<file path="config.mk">
export PLATFORM = sky130hd
export DESIGN_NAME = swepc_ctrl
export DESIGN_NICKNAME = d
export VERILOG_FILES = /design/src/rtl/swepc_pkg.sv /design/src/rtl/swepc_ctrl.sv
export SDC_FILE = /design/constraint.sdc
export NUM_CORES = 1
export LEC_CHECK = 0
export BUFFER_PORTS_ARGS = -buffer_cell sky130_fd_sc_hd__buf_4
export CAP_MARGIN = 30
export CORE_AREA = 3 3 40 42
export CTS_CLUSTER_SIZE = 30
export DETAILED_ROUTE_END_ITERATION = 16
export DIE_AREA = 0 0 43 45
export PLACE_DENSITY_LB_ADDON = 0.2
export RECOVER_POWER = 50
export SYNTH_ARGS = -nofsm -noshare
export SYNTH_HDL_FRONTEND = slang
export SYNTH_SLANG_ARGS = --single-unit
export TNS_END_PERCENT = 10
</file>
<file path="constraint.sdc">
create_clock -name clk_i -period 1.75 [get_ports clk_i]
set_clock_uncertainty 0.2 [all_clocks]
set_input_delay 0.0875 -clock clk_i [delete_from_list [all_inputs] [get_ports clk_i]]
set_output_delay 0.0875 -clock clk_i [all_outputs]
set_load 0.01 [all_outputs]
</file>
<file path="src/rtl/swepc_pkg.sv">
`timescale 1ns / 1ps

package swepc_pkg;

  // Field widths fixed by the item format
  localparam int unsigned POS_FIELD_W = 10;
  localparam int unsigned PAIR_W      = 19;

  // Default sizes of the sequence store and the value id range
  localparam int unsigned DEF_POSITIONS = 1024;
  localparam int unsigned DEF_VALUE_IDS = 1024;

  // Fixed-point shift of the reciprocal used to reduce load values
  localparam int unsigned RECIP_SHIFT = 20;

  typedef enum logic {
    ACT_LOAD  = 1'b0,
    ACT_QUERY = 1'b1
  } action_e;

  typedef enum logic [1:0] {
    STAT_OK        = 2'd0,
    STAT_QUERY_BAD = 2'd1,
    STAT_LOAD_BUSY = 2'd2
  } status_e;

  typedef struct packed {
    action_e                action;
    logic [POS_FIELD_W-1:0] load_position;
    logic [POS_FIELD_W-1:0] load_value;
    logic [POS_FIELD_W-1:0] left_index;
    logic [POS_FIELD_W-1:0] right_index;
  } swepc_in_t;

  typedef struct packed {
    logic [PAIR_W-1:0] pair_count;
    status_e           status;
  } swepc_out_t;

  // One element move of the window edges
  typedef enum logic [1:0] {
    MV_GROW_LEFT,
    MV_GROW_RIGHT,
    MV_SHRINK_RIGHT,
    MV_SHRINK_LEFT
  } move_e;

  typedef enum logic [2:0] {
    ST_CLEAR,
    ST_IDLE,
    ST_DISPATCH,
    ST_LOAD_DIV,
    ST_LOAD_WR,
    ST_MOVE,
    ST_CNT_RD,
    ST_CNT_WR
  } ctrl_state_e;

  // Commands from the controller to the datapath
  typedef struct packed {
    logic    capture;
    logic    restart;
    logic    step_go;
    move_e   step_kind;
    logic    cnt_rd;
    logic    cnt_wr;
    logic    load_div;
    logic    load_wr;
    logic    clr_wr;
    logic    finish;
    status_e status;
  } swepc_cmd_t;

  // Status from the datapath to the controller
  typedef struct packed {
    logic is_query;
    logic load_oob;
    logic load_in_win;
    logic query_bad;
    logic grow_left;
    logic grow_right;
    logic shrink_right;
    logic shrink_left;
    logic clr_last;
  } swepc_stat_t;

endpackage

</file>
<file path="src/rtl/swepc_ctrl.sv">
`timescale 1ns / 1ps

module swepc_ctrl import swepc_pkg::*; (
  input  logic        clk_i,
  input  logic        rst_ni,
  input  logic        start,
  output logic        busy,
  input  swepc_stat_t stat_i,
  output swepc_cmd_t  cmd_o
);

  ctrl_state_e state_q, state_d;
  logic        any_move;

  assign any_move = stat_i.grow_left || stat_i.grow_right ||
                    stat_i.shrink_right || stat_i.shrink_left;

  always_ff @(posedge clk_i or negedge rst_ni) begin
    if (!rst_ni) begin
      state_q <= ST_CLEAR;
    end else begin
      state_q <= state_d;
    end
  end

  // Next state
  always_comb begin
    state_d = state_q;
    case (state_q)
      ST_CLEAR: begin
        if (stat_i.clr_last) state_d = ST_IDLE;
      end
      ST_IDLE: begin
        if (start) state_d = ST_DISPATCH;
      end
      ST_DISPATCH: begin
        if (!stat_i.is_query) begin
          if (stat_i.load_oob || stat_i.load_in_win) state_d = ST_IDLE;
          else                                       state_d = ST_LOAD_DIV;
        end else if (stat_i.query_bad) begin
          state_d = ST_IDLE;
        end else begin
          state_d = ST_MOVE;
        end
      end
      ST_LOAD_DIV: state_d = ST_LOAD_WR;
      ST_LOAD_WR:  state_d = ST_IDLE;
      ST_MOVE: begin
        state_d = any_move ? ST_CNT_RD : ST_IDLE;
      end
      ST_CNT_RD: state_d = ST_CNT_WR;
      ST_CNT_WR: state_d = ST_MOVE;
      default:   state_d = ST_IDLE;
    endcase
  end

  // Commands
  always_comb begin
    cmd_o = '0;
    cmd_o.status    = STAT_OK;
    cmd_o.step_kind = MV_GROW_LEFT;
    busy = (state_q != ST_IDLE);
    case (state_q)
      ST_CLEAR: begin
        cmd_o.clr_wr = 1'b1;
      end
      ST_IDLE: begin
        cmd_o.capture = start;
      end
      ST_DISPATCH: begin
        if (!stat_i.is_query) begin
          if (stat_i.load_oob) begin
            cmd_o.finish = 1'b1;
          end else if (stat_i.load_in_win) begin
            cmd_o.finish = 1'b1;
            cmd_o.status = STAT_LOAD_BUSY;
          end
        end else if (stat_i.query_bad) begin
          cmd_o.finish = 1'b1;
          cmd_o.status = STAT_QUERY_BAD;
        end else begin
          cmd_o.restart = 1'b1;
        end
      end
      ST_LOAD_DIV: begin
        cmd_o.load_div = 1'b1;
      end
      ST_LOAD_WR: begin
        cmd_o.load_wr = 1'b1;
        cmd_o.finish  = 1'b1;
      end
      ST_MOVE: begin
        // grow first, then shrink
        if (any_move) begin
          cmd_o.step_go = 1'b1;
          if (stat_i.grow_left)         cmd_o.step_kind = MV_GROW_LEFT;
          else if (stat_i.grow_right)   cmd_o.step_kind = MV_GROW_RIGHT;
          else if (stat_i.shrink_right) cmd_o.step_kind = MV_SHRINK_RIGHT;
          else                          cmd_o.step_kind = MV_SHRINK_LEFT;
        end else begin
          cmd_o.finish = 1'b1;
        end
      end
      ST_CNT_RD: begin
        cmd_o.cnt_rd = 1'b1;
      end
      ST_CNT_WR: begin
        cmd_o.cnt_wr = 1'b1;
      end
      default: begin
        cmd_o.finish = 1'b0;
      end
    endcase
  end

endmodule

</file>
# --- Yosys cells after proc, flatten, opt, wreduce, memory -nomap -nowiden ---
# Index checks and enable logic that the tools add are counted.
word_totals:
  in_bits: 12
  ram_bits: 0
  ff_bits: 3
  out_inout_bits: 14
  mem_count: 0
  mem_bits_ro: 0
  latchBits: 0
classes:
  n_div: 0
  reduce_logical: 6
  mul: 0
  n_shift: 0
  addsub: 0
  eq_ne: 10
  bitwise: 0
  n_lt_le_gt_ge: 0
  muxes: 29
ops:
  columns: ["op", "count"]
  rows:
  - ["two-way mux 3 bit", 10]
  - ["case mux 3 bit (8 select lines)", 1]
  - ["== test 3 bit, second input constant", 4]
  - ["two-way mux 1 bit", 12]
  - ["two-way mux 2 bit", 5]
  - ["== test 3 x 2 -> 1 bit, second input constant", 2]
  - ["logical OR 1 bit", 4]
  - ["inequality test 2 bit, second input constant", 2]
  - ["== test 3 x 1 -> 1 bit, second input constant", 1]
  - ["zero test 3 bit", 1]
  - ["inequality test 3 x 1 -> 1 bit, second input constant", 1]
  - ["case mux 1 bit (3 select lines)", 1]
  - ["AND reduction 2 bit", 1]

# --- Logic depth before layout (Yosys ltp) ---
# Gate-level depths: netlist of run 1.
logic_depth:
  depth_word: 5
  ltp_mapped: 5
  ltp_nobuf: 4

# --- Least setup slack after synthesis of run 1 ---
# OpenSTA, ideal clock, no wires.
synth_timing:
  path_kind: "register to register"
  startpoint: "reg state_q[1]"
  endpoint: "reg state_q[1]"
  path_slack_ps: 262
  n_path_buf: 1
  path_stages_with_launch: 5
  t_arrival_ps: 1218
  required_time_ps: 1480
  cell_sequence: "dfrtp_1 > clkbuf_1 > nor4bb_1 > a21oi_1 > nand3_1"
synth_via:
  elab_chain_len: 3
synth_rtl:
  columns: ["item", "line", "rtl"]
  rows:
  - ["from (decl)", "swepc_ctrl.sv:12", "ctrl_state_e state_q, state_d;"]
  - ["from (signal assigned)", "swepc_ctrl.sv:22", "state_q <= state_d;"]
  - ["== test 3 x 1 -> 1 bit or zero test 3 bit (tied branches)", "swepc_ctrl.sv:29", "case (state_q)"]
  - ["inequality test 2 bit (no line)", null, null]
  - ["AND reduction 2 bit (no line)", null, null]
# Parallel ways exist; a longest one is shown, timed or not.
# A chain may end at the register's enable or synchronous reset.

==> metrics, run 1 <==
final worst path period share a little over nine tenths; Die H roughly 45 um; Post-Syn Area per Cell between 7 and 8 um2; Peak VDD IR 0.6853 mV; Seq pwr share 24.2%; outcome complete, no violations; critical path capture point cmd_o[1]; unrepaired setup endpoints after global routing no; Post-DP Area 523.0 um2; Required @ worst endpoint 1460 ps; Sw Share 42.83%; Longest Clk Path Bufs 2; worst setup path startpoint state_q[0]; Initial Utilization 24.34%; top-area cell type share of the netlist area 24.00%; Psw roughly 0.00034 W; Max Slew Vio Count 0; Post-Syn Nets 55; Top reg by flops state_q; Final Hold Vio Count 0; DRT antenna net count 0; max-cap viol count 0; HPWL Detailed 707.5 um; DR WL/cell 10.81 um; worst hold slack 10.87 ps; synth unique cells 24; cell count after placement 82; GPL Wtd Cong just over 0.7; DIE AREA 0.001935 mm2; worst-margin pin slew between 300 and 400 ps; clock latency on the worst-skew pair 240 ps; post-synthesis cell count between 40 and 50; 1st-pass router iterations 4; num rows 13; RR Endpoint state_q[1]; largest net degree at the start of global routing 14; Post-Route Setup TNS 0 ps; Port Buffer Count 25; Worst EP arrival 1360 ps; Fillers 138; Final #Nets between 80 and 90; worst r2r src state_q[1]; DRC 0; reg2reg path depth 3; vias per cell 4.758; I/O pin total 26; fin crit period 1645 ps; clock tree root driver cell clkbuf_4; Worst-path clk slew 40 ps; Slew headroom ~73%; area grow syn2layout 92.00%; Largest register FFs 3; starting DRC count in detailed routing 1; final instance area 600.6 um2; die extent in x 43 um; first-pass GRT wire length ~1.6 mm; clk sink count 3; synth top area cells dfrtp_1 (24%), nor3_1 (8.0%), and3_1 (6.0%); Pleak about 0.31 nW; Setup crit end kind output pin; fmax 607.9 MHz; Comb power frac 59.5%; startpoint types flip-flop; post-CTS setup buffers 0; Finished Layout Cells 91; Slowest-stage cell, CP dfrtp_2; Hold/Removal Path Class input pin to flip-flop; final total power 0.0007903 W; #FFs+latches synth 3; grt ovf 0; Pint approximately 0.00045 W; H-Tree Depth 1; initial antenna violation count 0; CP Max Fanout 13; vias in the first global route 423; gr usage total 11.33%; clock share of power between 15 and 20%; TritonCTS Buffers 3; Setup violations, final 0; max incr delay on CP 470 ps; CTS tree done; YS warnings 0; ANT cells 0; Top Registers state_q (3); routed wire length 984 um; PwrDens 1316 mW/mm2; via count 433; critical path type flip-flop to output pin; area leader, netlist dfrtp_1; Seq/Total Area, Yosys 24.00%; most used cell, CP nor2b_1; reg2reg setup slack 420 ps; core outline area between 0.001 and 0.0015 mm2; layout cells sized above 1 44.74%; Synth Cell Area approximately 310 um2; crit path cell chain nor2b_1 -> nor2b_1 -> and3_1 -> buf_4
-- worst min-delay path by stage --
stage / slack [ps] / end / from / cells past startpoint
after floorplan: -410 / state_q[0] / rst_ni / 0
after global placement: -320 / state_q[0] / rst_ni / 1
after detailed placement: -320 / state_q[0] / rst_ni / 1
after CTS: 20 / state_q[2] / stat_i[1] / 4
after global routing: 40 / state_q[1] / stat_i[1] / 4
final: 10 / state_q[1] / stat_i[1] / 4
-- placed cells by master, fill, tap and decap left out, drive strengths merged --
| master | count |
|---|---|
| a21o | 1 |
| a21oi | 3 |
| and2 | 2 |
| and3 | 3 |
| and3b | 1 |
| buf | 23 |
| clkbuf | 8 |
| dfrtp | 3 |
| dlygate4sd3 | 5 |
| inv | 2 |
| nand2 | 2 |
| nand2b | 2 |
| nand3 | 2 |
| nand3b | 1 |
| nor2 | 3 |
| nor2b | 3 |
| nor3 | 6 |
| nor3b | 1 |
| nor4 | 1 |
| nor4bb | 1 |
| o31ai | 1 |
| or3b | 1 |
| or4 | 1 |
-- per-stage QoR --
step | worst slack (ps) | utilization (%)
after floorplan | 262.0 | -
after global routing | 4.467 | 46.74
final | 104.9 | 46.74
after detailed placement | 307.8 | 40.70
after CTS | 30.04 | 46.64
after global placement | 306.0 | 40.70
-- what timing repair did --
item	in CTS	in global routing
hold buffers	5	0
resized for setup	0	4
endpoints found under the setup margin	0	5
endpoints found under the hold margin	5	0
-- critical path: cells and delay by family, from the launching register on --
kind	cells	cell delay, ps
and+or+nand+nor	3	520
buffers and inverters	1	120
DFF	1	470
-- kinds of logic (layout without fill, tap and decap cells) --
family	Yosys count	after routing	share of synthesized area (%)
AO/OA/AOI/OAI	5	5	9.600
buffers and inverters	5	38	5.997
flip-flops	3	3	24.00
AND/OR/NAND/NOR	30	30	60.41
-- power by group through the flow --
stage	clock (W)	sequential (W)	combinational (W)
4_1_cts	0.000132	0.000187	0.000489
2_1_floorplan	0	0.000130	0.000315
3_3_place_gp	0	0.000184	0.000476
5_1_grt	0.000136	0.000205	0.000518
6_report	0.000129	0.000191	0.000470
3_5_place_dp	0	0.000187	0.000478
-- cell usage after synthesis (all sizes together) --
cell type,instances
nor3,6
a21oi,3
and3,3
clkbuf,3
dfrtp,3
nor2,3
nor2b,3
and2,2
inv,2
nand2,2
nand2b,2
nand3,2
a21o,1
and3b,1
nand3b,1
nor3b,1
nor4,1
nor4bb,1
o31ai,1
or3b,1
or4,1
-- final cells by class --
class / count / area, um2 / share of cell area [%]
multi-input combinational: 35 / 229.0 / 38.13
sequential: 3 / 77.57 / 12.92
tap: 15 / 18.77 / 3.125
inverter: 2 / 7.507 / 1.250
timing repair buffer: 32 / 241.5 / 40.21
clock buffer: 4 / 26.28 / 4.375
-- per-layer routing --
layer | share of wire [%] | global-route usage, %
met3 | 6.6 | 1.594
met1 | 36 | 10.87
met5 | 0 | 0
met2 | 54 | 20.66
met4 | 2.3 | 10.84
Note: power is estimated with default switching activity, not from simulation.
==> run 2: changes to the inputs <==
ABC_AREA = 1   (was default)
CELL_PAD_IN_SITES_DETAIL_PLACEMENT = 2   (was default)
CELL_PAD_IN_SITES_GLOBAL_PLACEMENT = 2   (was default)
CORE_AREA = default   (was 3 3 40 42)
CORE_MARGIN = 3   (was default)
CORE_UTILIZATION = 16   (was default)
DIE_AREA = default   (was 0 0 43 45)
==> run 2 against run 1 <==
Non-clock buffer count is 4 lower. Register-to-register slack better by 40 ps. Sequential power is 11% lower. Power is 0.18% higher. Fmax is 1.5% higher. Routed wire length is 34% higher. Final area is 3.8% higher. Critical path type unchanged. Largest power group unchanged.
==> metrics, run 2 <==
Final #Nets 107 (+20%); Initial Utilization 17.25% (-7.1 points); ys flop type dfrtp_1; clock share of power 15.5% (-0.8 points); layout cells sized above 1 39.36% (-5.4 points); routing usage on met1 13.78% (+2.9 points); via count 487 (+12%); I/O pin total 26 (unchanged); synth unique cells 14 (-42%); Comb power frac 63.1% (+3.6 points); clock latency on the worst-skew pair 230 ps (about the same); Pleak 0.3601 nW (+15%); area leader, netlist dfrtp_1; initial antenna violation count 0 (unchanged); RR Endpoint state_q[1]; Worst Hold Depth 3 (-1); met3 Use GR 2.849% (+1.3 points); core outline area 0.002002 mm2 (+56%); Synth Cell Area 345.3 um2 (+10%); startpoint types flip-flop; Setup crit end kind output pin; Worst-path clk slew 40 ps (about the same); Storage cell area 77.57 um2 (unchanged); fin crit period 1621 ps (-24.37 ps); Setup violations, final 0 (unchanged); Longest Clk Path Bufs 2 (unchanged); Min-Delay Endpoint state_q[2]; vias per cell 4.025 (-15%); GPL Wtd Cong 0.6819 (-3.7%); post-synthesis compound-gate area fraction 5.797% (-3.8 points); outcome complete, no violations; DRC 0 (unchanged); Seq/Total Area, Yosys 21.74% (-2.3 points); Async SR Flop Fraction 100.0% (unchanged); Post-Syn Area per Cell 5.570 um2 (-23%); Slew headroom 86.04% (+13 points); number of synthesized flops with an enable pin 0 (unchanged); die extent in x 52.46 um (+22%); Largest register FFs 3 (unchanged); Worst EP arrival 1330 ps (-30 ps); largest net degree at the start of global routing 8 (-6); TritonCTS Buffers 3 (unchanged); Post-Route Setup TNS 0 ps (unchanged); Post-Syn Nets 74 (+35%); commonest non-fill, non-tap cell in the layout buf_4; #FFs+latches synth 3 (unchanged); Required @ worst endpoint 1460 ps (about the same); critical path type flip-flop to output pin; DR WL/cell 10.88 um (+0.66%); Peak VDD IR 0.4373 mV (-36%); GRT busiest layer met2; multi-input logic area 219.0 um2 (-4.4%); top-area cell type share of the netlist area 21.74% (-2.3 points); HPWL Detailed 1.114 mm (+57%); vias in the first global route 521 (+23%); grt ovf 0 (unchanged); Port Buffer Count 25 (unchanged); PwrDens 1271 mW/mm2 (-3.4%); num rows 16 (+3); DIE AREA 0.002752 mm2 (+42%); Hold/Removal Path Class input pin to flip-flop; gr usage total 11.18% (-0.16 points); Final Hold Vio Count 0 (unchanged); Max Slew Vio Count 0 (unchanged); met2 usage in global routing 18.60% (-2.1 points); 1st-pass router iterations 2 (-2); synth top area cells dfrtp_1 (22%), nand2_1 (15%), nor2_1 (12%); Pint 0.0004030 W (-11%); post-synthesis cell count 62 (+44%); first-pass GRT wire length 2.283 mm (+44%); H-Tree Depth 1 (unchanged); Die H 52.46 um (+17%); area grow syn2layout 80.44%; Top reg by flops state_q; unrepaired setup endpoints after global routing no; DRT antenna net count 0 (unchanged); fmax 617.0 MHz (+1.5%); Fillers 257 (+86%); largest family of logic cells by synthesized area simple AND/OR/NAND/NOR gates; clock tree root driver cell clkbuf_4; worst hold slack 0.4216 ps (-10.45 ps); Seq pwr share 21.4% (-2.8 points); Psw 0.0003888 W (+15%); Simple-Gate Fraction of Synth Area 56.16% (-4.2 points); Synth Area in XOR/XNOR 0% (unchanged); worst-margin pin slew 207.2 ps (-185.4 ps); final worst path period share 92.61% (-1.4 points); commonest cells after routing, fill and taps aside buf_4 (22), nand2_1 (14), nor2_1 (11); CP Max Fanout 7 (-6); routed wire length 1.317 mm (+34%); Top Registers state_q (3); CTS tree done; YS warnings 0 (unchanged); ANT cells 0 (unchanged); top cells by count, synth nand2_1 (14), nor2_1 (11), inv_1 (10); reg2reg path depth 7 (+4); Worst Hold Launch stat_i[8]; reg2reg setup slack 460 ps (+40 ps); starting DRC count in detailed routing 5 (+4); worst r2r src state_q[0]; Sw Share 49.10% (+6.3 points); post-synthesis mux area share 0% (unchanged); clk sink count 3 (unchanged); max-cap viol count 0 (unchanged); most common cell in the netlist nand2_1; Adder-Cell Fraction of Synth Area 0% (unchanged)
[run 2: changes by cell type in the layout (fill, tap and decap cells not counted), moves of 3 or more]
cell,before,now
nor2_1,3,11
inv_2,1,4
and3_1,3,0
inv_1,1,10
nand3_2,0,3
nor2b_1,3,0
nand2_1,2,14
[run 2: power groups by stage]
stage | Sequential (W) | Clock [W] | Combinational, W
floorplan | 0.000152 | 0 | 0.000304
global placement | 0.000164 | 0 | 0.000505
detailed placement | 0.000167 | 0 | 0.000509
CTS | 0.000168 | 0.000128 | 0.000516
global route | 0.000178 | 0.000138 | 0.000584
finish | 0.000170 | 0.000122 | 0.000500
[run 2: area by class of cell]
| class | count | area share, % |
|---|---|---|
| flip-flops and latches | 3 | 12.45 |
| clock buffers | 4 | 4.217 |
| multi-input cells | 44 | 35.14 |
| inverters | 15 | 9.036 |
| well taps | 27 | 5.422 |
| repair buffers | 28 | 33.73 |
[run 2: routing by layer]
metal	vias to the layer above	wire (um)
met5	-	0
met4	0	0
met3	0	53
met2	11	670
met1	220	593
li1	256	-
[run 2: timing repair]
item,CTS,global route
setup buffers,0,0
hold buffers,3,0
hold endpoints to repair,4,0
setup endpoints to repair,0,2
gates resized for setup,0,3
[run 2: worst max path at each step]
| stage | from | endpoint | slack [ps] |
|---|---|---|---|
| 3_5_place_dp | state_q[1] | cmd_o[9] | 330 |
| 4_1_cts | state_q[1] | cmd_o[8] | 70 |
| 5_1_grt | state_q[0] | cmd_o[2] | 20 |
| 6_report | state_q[1] | cmd_o[8] | 130 |
| 3_3_place_gp | state_q[1] | cmd_o[8] | 350 |
| 2_1_floorplan | state_q[1] | cmd_o[8] | 460 |
[run 2: critical path: stages (launching register included)]
cell and delay [ps]:
dfrtp_2 450, inv_2 130, nand3_2 80, inv_2 90
nand2_4 70, nor3_1 140, buf_4 150
[run 2: cell families after synthesis]
logic type / count (synthesis)
DFF: 3
and+or+nand+nor: 40
AOI/OAI and AO/OA: 4
buffers and inverters: 15
[run 2: metrics by stage]
stage	util, %	instance area [um2]	total power, W	setup slack [ps]	std cells
5_1_grt	31.13	623.1	0.0009004	16.68	121
3_3_place_gp	28.31	566.8	0.0006690	345.9	114
6_report	31.13	623.1	0.0007917	129.3	121
4_1_cts	31.13	623.1	0.0008110	73.11	121
3_5_place_dp	28.31	566.8	0.0006761	327.0	114
2_1_floorplan	-	345.3	0.0004556	462.7	62
